[config.mk]
export PLATFORM = sky130hd
export DESIGN_NAME = two_lane_splitmix_hash128
export DESIGN_NICKNAME = d
export VERILOG_FILES = /design/src/rtl/core/smh128_pkg.sv /design/src/rtl/core/two_lane_splitmix_hash128.sv
export SDC_FILE = /design/constraint.sdc
export NUM_CORES = 2
export LEC_CHECK = 0
export BUFFER_PORTS_ARGS = -buffer_cell sky130_fd_sc_hd__buf_2
export CAP_MARGIN = 20
export CORE_ASPECT_RATIO = 1.4
export CORE_UTILIZATION = 35
export CTS_CLUSTER_DIAMETER = 30
export DETAILED_ROUTE_END_ITERATION = 12
export HOLD_SLACK_MARGIN = 0.15
export PLACE_DENSITY_LB_ADDON = 0.05
export SYNTH_ARGS = -nofsm -noshare
export SYNTH_HDL_FRONTEND = slang
export SYNTH_SLANG_ARGS = --single-unit
[constraint.sdc]
create_clock -name clk -period 11.65 [get_ports clk]
set_input_delay 1.7475 -clock clk [delete_from_list [all_inputs] [get_ports clk]]
set_output_delay 1.7475 -clock clk [all_outputs]
set_load 0.01 [all_outputs]
[src/rtl/core/smh128_pkg.sv]
// constants and helpers for the two-lane 128-bit streaming hash
package smh128_pkg;

  localparam int unsigned LANE_W = 64;
  localparam int unsigned HALF_W = LANE_W / 2;

  localparam logic [LANE_W-1:0] SEED_LOW  = 64'h243F6A8885A308D3;
  localparam logic [LANE_W-1:0] SEED_HIGH = 64'h13198A2E03707344;
  localparam logic [LANE_W-1:0] FIN_MUL1  = 64'hBF58476D1CE4E5B9;
  localparam logic [LANE_W-1:0] FIN_MUL2  = 64'h94D049BB133111EB;
  localparam logic [LANE_W-1:0] GOLDEN    = 64'h9E3779B97F4A7C15;
  localparam logic [LANE_W-1:0] HIGH_MUL  = 64'hC2B2AE3D27D4EB4F;

  localparam logic [5:0] SHIFT_A = 6'd30;
  localparam logic [5:0] SHIFT_B = 6'd27;
  localparam logic [5:0] SHIFT_C = 6'd31;
  localparam logic [5:0] SHIFT_FOLD = 6'd17;

  function automatic logic [LANE_W-1:0] xor_shr(input logic [LANE_W-1:0] v,
                                                input logic [5:0] sh);
    return v ^ (v >> sh);
  endfunction

endpackage

[src/rtl/core/two_lane_splitmix_hash128.sv]
// top level of the two-lane 128-bit streaming hash
// Every 64-bit request folds into two lanes through five 64-bit multiplies, all done on one
// shared 32x32 multiplier: each 64-bit product is built from three partial products (low x low,
// low x high, high x low) and a further step that uses the result. A word with last needs two
// more finalizer passes and a transfer into the output register, after which the digest is
// offered on the output channel. The input is stalled while a word is being worked on; a digest
// waiting on the output holds up only the transfer of the next digest, and the input stays
// stalled while that transfer waits.
module two_lane_splitmix_hash128 (
  input  logic        clk,
  input  logic        rst_n,
  input  logic        in_valid,
  output logic        in_stall,
  input  logic [63:0] in_word,
  input  logic        in_last,
  output logic        out_valid,
  input  logic        out_stall,
  output logic [63:0] out_digest_low,
  output logic [63:0] out_digest_high
);

  localparam logic [2:0] ST_IDLE  = 3'd0;
  localparam logic [2:0] ST_FMUL1 = 3'd1;
  localparam logic [2:0] ST_FMUL2 = 3'd2;
  localparam logic [2:0] ST_WMUL  = 3'd3;
  localparam logic [2:0] ST_EMIT  = 3'd4;

  localparam logic [1:0] JOB_LOW  = 2'd0;
  localparam logic [1:0] JOB_HIGH = 2'd1;
  localparam logic [1:0] JOB_DL   = 2'd2;
  localparam logic [1:0] JOB_DH   = 2'd3;

  localparam logic [1:0] PH_LL  = 2'd0;
  localparam logic [1:0] PH_LH  = 2'd1;
  localparam logic [1:0] PH_HL  = 2'd2;
  localparam logic [1:0] PH_USE = 2'd3;

  localparam int unsigned W = smh128_pkg::LANE_W;
  localparam int unsigned H = smh128_pkg::HALF_W;

  logic [2:0]   state_r, state_nxt;
  logic [1:0]   job_r, job_nxt;
  logic [1:0]   phase_r, phase_nxt;
  logic [W-1:0] low_r, low_nxt;
  logic [W-1:0] high_r, high_nxt;
  logic [W-1:0] word_r, word_nxt;
  logic         last_r, last_nxt;
  logic [W-1:0] v_r, v_nxt;
  logic [W-1:0] acc_r, acc_nxt;
  logic [W-1:0] dl_r, dl_nxt;
  logic [W-1:0] dh_r, dh_nxt;
  logic         out_valid_r, out_valid_nxt;
  logic [W-1:0] out_low_r, out_low_nxt;
  logic [W-1:0] out_high_r, out_high_nxt;

  // shared multiplier operands
  logic [W-1:0] mul_opnd;
  logic [W-1:0] mul_const;
  logic [H-1:0] mul_a;
  logic [H-1:0] mul_b;
  logic [W-1:0] mul_p;
  logic [W-1:0] fin_val;
  logic [W-1:0] high_new;
  logic [W-1:0] dh_val;

  always_comb begin
    mul_opnd  = (state_r == ST_WMUL) ? word_r : v_r;
    mul_const = smh128_pkg::HIGH_MUL;
    if (state_r == ST_FMUL1) begin
      mul_const = smh128_pkg::FIN_MUL1;
    end else if (state_r == ST_FMUL2) begin
      mul_const = smh128_pkg::FIN_MUL2;
    end
    mul_a = (phase_r == PH_HL) ? mul_opnd[W-1:H] : mul_opnd[H-1:0];
    mul_b = (phase_r == PH_LH) ? mul_const[W-1:H] : mul_const[H-1:0];
  end

  assign mul_p = mul_a * mul_b;

  assign fin_val  = smh128_pkg::xor_shr(acc_r, smh128_pkg::SHIFT_C);
  assign high_new = fin_val ^ (low_r >> smh128_pkg::SHIFT_FOLD);
  assign dh_val   = fin_val ^ low_r;

  always_comb begin
    state_nxt     = state_r;
    job_nxt       = job_r;
    phase_nxt     = phase_r;
    low_nxt       = low_r;
    high_nxt      = high_r;
    word_nxt      = word_r;
    last_nxt      = last_r;
    v_nxt         = v_r;
    acc_nxt       = acc_r;
    dl_nxt        = dl_r;
    dh_nxt        = dh_r;
    out_valid_nxt = out_valid_r;
    out_low_nxt   = out_low_r;
    out_high_nxt  = out_high_r;

    if (out_valid_r && !out_stall) begin
      out_valid_nxt = 1'b0;
    end

    unique case (state_r)
      ST_IDLE: begin
        if (in_valid) begin
          word_nxt  = in_word;
          last_nxt  = in_last;
          v_nxt     = smh128_pkg::xor_shr(low_r ^ in_word, smh128_pkg::SHIFT_A);
          job_nxt   = JOB_LOW;
          phase_nxt = PH_LL;
          state_nxt = ST_FMUL1;
        end
      end
      ST_FMUL1, ST_FMUL2, ST_WMUL: begin
        phase_nxt = phase_r + 2'd1;
        unique case (phase_r)
          PH_LL: begin
            acc_nxt = mul_p;
          end
          PH_LH, PH_HL: begin
            // only the low half of the cross products lands inside 64 bits
            acc_nxt = {acc_r[W-1:H] + mul_p[H-1:0], acc_r[H-1:0]};
          end
          PH_USE: begin
            phase_nxt = PH_LL;
            if (state_r == ST_FMUL1) begin
              v_nxt     = smh128_pkg::xor_shr(acc_r, smh128_pkg::SHIFT_B);
              state_nxt = ST_FMUL2;
            end else if (state_r == ST_WMUL) begin
              v_nxt     = smh128_pkg::xor_shr(high_r + acc_r, smh128_pkg::SHIFT_A);
              state_nxt = ST_FMUL1;
            end else begin
              unique case (job_r)
                JOB_LOW: begin
                  low_nxt   = fin_val + smh128_pkg::GOLDEN;
                  job_nxt   = JOB_HIGH;
                  state_nxt = ST_WMUL;
                end
                JOB_HIGH: begin
                  high_nxt = high_new;
                  if (last_r) begin
                    v_nxt     = smh128_pkg::xor_shr(low_r ^ high_new, smh128_pkg::SHIFT_A);
                    job_nxt   = JOB_DL;
                    state_nxt = ST_FMUL1;
                  end else begin
                    state_nxt = ST_IDLE;
                  end
                end
                JOB_DL: begin
                  dl_nxt    = fin_val;
                  v_nxt     = smh128_pkg::xor_shr(high_r + smh128_pkg::GOLDEN,
                                                  smh128_pkg::SHIFT_A);
                  job_nxt   = JOB_DH;
                  state_nxt = ST_FMUL1;
                end
                JOB_DH: begin
                  dh_nxt = dh_val;
                  // all-zero digest gets its low half forced to one
                  if (dl_r == '0 && dh_val == '0) begin
                    dl_nxt = {{(W-1){1'b0}}, 1'b1};
                  end
                  low_nxt   = smh128_pkg::SEED_LOW;
                  high_nxt  = smh128_pkg::SEED_HIGH;
                  state_nxt = ST_EMIT;
                end
              endcase
            end
          end
        endcase
      end
      ST_EMIT: begin
        if (!out_valid_r || !out_stall) begin
          out_valid_nxt = 1'b1;
          out_low_nxt   = dl_r;
          out_high_nxt  = dh_r;
          state_nxt     = ST_IDLE;
        end
      end
      default: begin
        state_nxt = ST_IDLE;
      end
    endcase
  end

  always_ff @(posedge clk) begin
    if (!rst_n) begin
      state_r     <= ST_IDLE;
      job_r       <= JOB_LOW;
      phase_r     <= PH_LL;
      low_r       <= smh128_pkg::SEED_LOW;
      high_r      <= smh128_pkg::SEED_HIGH;
      out_valid_r <= 1'b0;
    end else begin
      state_r     <= state_nxt;
      job_r       <= job_nxt;
      phase_r     <= phase_nxt;
      low_r       <= low_nxt;
      high_r      <= high_nxt;
      out_valid_r <= out_valid_nxt;
    end
  end

  always_ff @(posedge clk) begin
    word_r     <= word_nxt;
    last_r     <= last_nxt;
    v_r        <= v_nxt;
    acc_r      <= acc_nxt;
    dl_r       <= dl_nxt;
    dh_r       <= dh_nxt;
    out_low_r  <= out_low_nxt;
    out_high_r <= out_high_nxt;
  end

  assign in_stall        = (state_r != ST_IDLE);
  assign out_valid       = out_valid_r;
  assign out_digest_low  = out_low_r;
  assign out_digest_high = out_high_r;

endmodule

==> metrics <==
actual slew at the worst max-slew pin 1.36 ns; number of DRC markers in iteration 0 roughly 4400; CP max stage cell ha_2; share of flip-flops with an asynchronous set or reset 0; HPWL Detailed a little under 300 mm; total CTS buffers 100; vias in the first global route 57200; Clock Tree Root clkbuf_16; Max stage delay on crit path roughly 0.72 ns; total die area between 0.15 and 0.2 mm2; area of the mapped netlist roughly 0.066 mm2; Commonest cells post-synth 925 x inv_1, 898 x fa_1, 737 x nand2_1, 682 x nor2_1, 449 x edfxtp_1; Post-Syn Area per Cell between 9 and 10 um2; first-pass GRT wire length around 470 mm; gr usage total 0.365; fin. max-slew vios 0; Yosys cell types 105; xor and xnor fraction of the mapped netlist area 0.0954; Syn Inst Count 7037; simple logic cell fraction of the synthesized area 0.136; critical path arrival between 10 and 15 ns; drt first pass iters 5; Main synth FF type edfxtp_1; core box area 0.188 mm2; Setup Viol. Count Final 0; DRC viols 0; Setup TNS 0 ns; num rows 188; Area contributors post-synth fa_1 27%, edfxtp_1 20%, ha_1 7.0%, xnor2_1 5.6%, inv_1 5.2%; wirelength, routed between 300 and 400 mm; crit start category register; Synth area leader fa_1; Crit. End Element register; Worst Path Required about 12 ns; WL/cell between 30 and 40 um; port bufs around 200; Post-Synth Adder-Cell Area 0.341; RSZ-0062 raised after global routing no; number of flops mapped to enable cells by yosys roughly 450; Final Skew between 0.03 and 0.04 ns; main combinational cell family by area after synthesis adder cells; flop and latch count out of synthesis slightly below 600; Starting Density 0.353; Area Growth Syn to Fin 12.6%; Final Net Count between 8000 and 9000; Synthesized Nets about 8400; Max Cap Violations 0; Buf+Inv Stages, Crit Path 6; width of the chip 370 um; Worst-Skew Late Latency roughly 0.7 ns; largest net degree at the start of global routing 67; CTS sink cnt 585; GP Congestion between 1 and 1.5; Synth warnings 0; Hold Crit Class reg -> reg; status finished clean; Synth Area in Compound Gates 0.104; post-CTS resize count 0; cell family with most CP delay adder cells; Max Freq 90.5 MHz; final antenna-violating net count 0; DR vias/cell about 5.6; global route overflow 0; worst-path fanout max 15; initial antenna violation count 12; endpoints failing hold 0; CTS H-tree lvls 3; count of hold buffers inserted by post-cts repair 0; CTS tree done; die height 517 um; Slew HR 0.0908; CTS max path bufs 3; fraction of layout cells with a size suffix above 1 0.106; Post-CTS Setup Repair Bufs 0; worst setup path category reg -> reg; via count 54500; Worst-path clk slew about 0.060 ns; top cell type's share of synthesized area 0.271; most common cell in the netlist inv_1; mux contribution to synthesized area 0.00262; fin crit share 0.948; Tmin final ~11 ns; I/O Pins slightly below 200; Critical Path Most Common Cell fa_1; sequential fraction of the synthesis area 0.244
-- placed cells by master (no fill, tap or decap), drive strengths merged, types with 34 or more instances in the layout --
master / n
and2: 49
dfxtp: 136
a31oi: 39
buf: 489
a21oi: 311
inv: 959
o22ai: 34
fa: 898
o21ai: 270
o21a: 35
a21o: 87
edfxtp: 449
clkbuf: 112
nor2: 683
nand3: 124
nand2: 738
xnor2: 430
nand4: 47
nor4: 43
clkinv: 42
a211oi: 54
nor3: 128
nor2b: 108
xor2: 254
ha: 372
-- per-stage QoR --
stage / worst slack, ns / utilization / cells / hold WS (ns) / cell area [um2]
floorplan: 1.62 / - / 7037 / 0.400 / 66400
global placement: 0.435 / 0.380 / 9588 / 0.404 / 71400
detailed placement: 0.410 / 0.380 / 9591 / 0.405 / 71400
CTS: 0.382 / 0.398 / 9779 / 0.417 / 74700
global route: 0.0889 / 0.398 / 9786 / 0.422 / 74800
finish: 0.602 / 0.398 / 9786 / 0.418 / 74800
-- layout make-up --
type                            count  area (um2)
Multi-Input combinational cell   5115       45400
Clock buffer                      111        2540
Antenna cell                        1        2.50
Timing Repair Buffer              490        3250
Inverter                          937        3520
Sequential cell                   585       16200
Clock inverter                     77         792
Fill cell                       19300      113000
Tap cell                         2470        3090
-- flip-flops by register name, summed over array words and instances, names as in the netlist, 2 cells and up --
register / cells
low_r: 64
phase_r: 2
high_r: 64
acc_r: 64
word_r: 64
out_digest_high: 64
job_r: 2
state_r: 3
v_r: 64
out_digest_low: 64
dl_r: 64
dh_r: 64
-- path summary, 6_finish.rpt --
path	startpoint	end	slack, ns	depth (start not counted)
setup / recovery	state_r[2]$_SDFFE_PN0P_	acc_r[62]$_DFFE_PP_	0.60	38
hold / removal	dh_r[53]$_DFFE_PP_	out_digest_high[53]$_DFFE_PP_	0.42	0
setup reg to reg	state_r[2]$_SDFFE_PN0P_	acc_r[62]$_DFFE_PP_	0.60	38
hold reg to reg	dh_r[53]$_DFFE_PP_	out_digest_high[53]$_DFFE_PP_	0.42	0
-- cell families after synthesis --
logic type                 Yosys count
and+or+nand+nor                   2047
buffers and inverters             1337
xor gates and xnor gates           697
muxes                               17
adders and majority gates         1270
DFF                                585
AOI/OAI and AO/OA                 1084
-- routing by layer --
layer	vias to the layer above	routed length (um)	GRT usage
met1	27900	119000	0.376
li1	23400	-	-
met3	858	15300	0.0384
met5	-	0	0
met4	0	37800	0.324
met2	2331	178000	0.653
-- worst register-to-register path: cells and delay by family (launching register included) --
| family | cells | cell delay, ns |
|---|---|---|
| XOR/XNOR | 2 | 0.41 |
| AO/OA/AOI/OAI | 13 | 2.83 |
| buffers and inverters | 6 | 1.08 |
| adder cells (fa/ha/maj) | 11 | 5.02 |
| flip-flops | 1 | 0.45 |
| AND/OR/NAND/NOR | 6 | 0.97 |
Power is left out: the tool's default activity adds up to more than one toggle a clock period on the data nets, which glitch-free logic cannot reach.
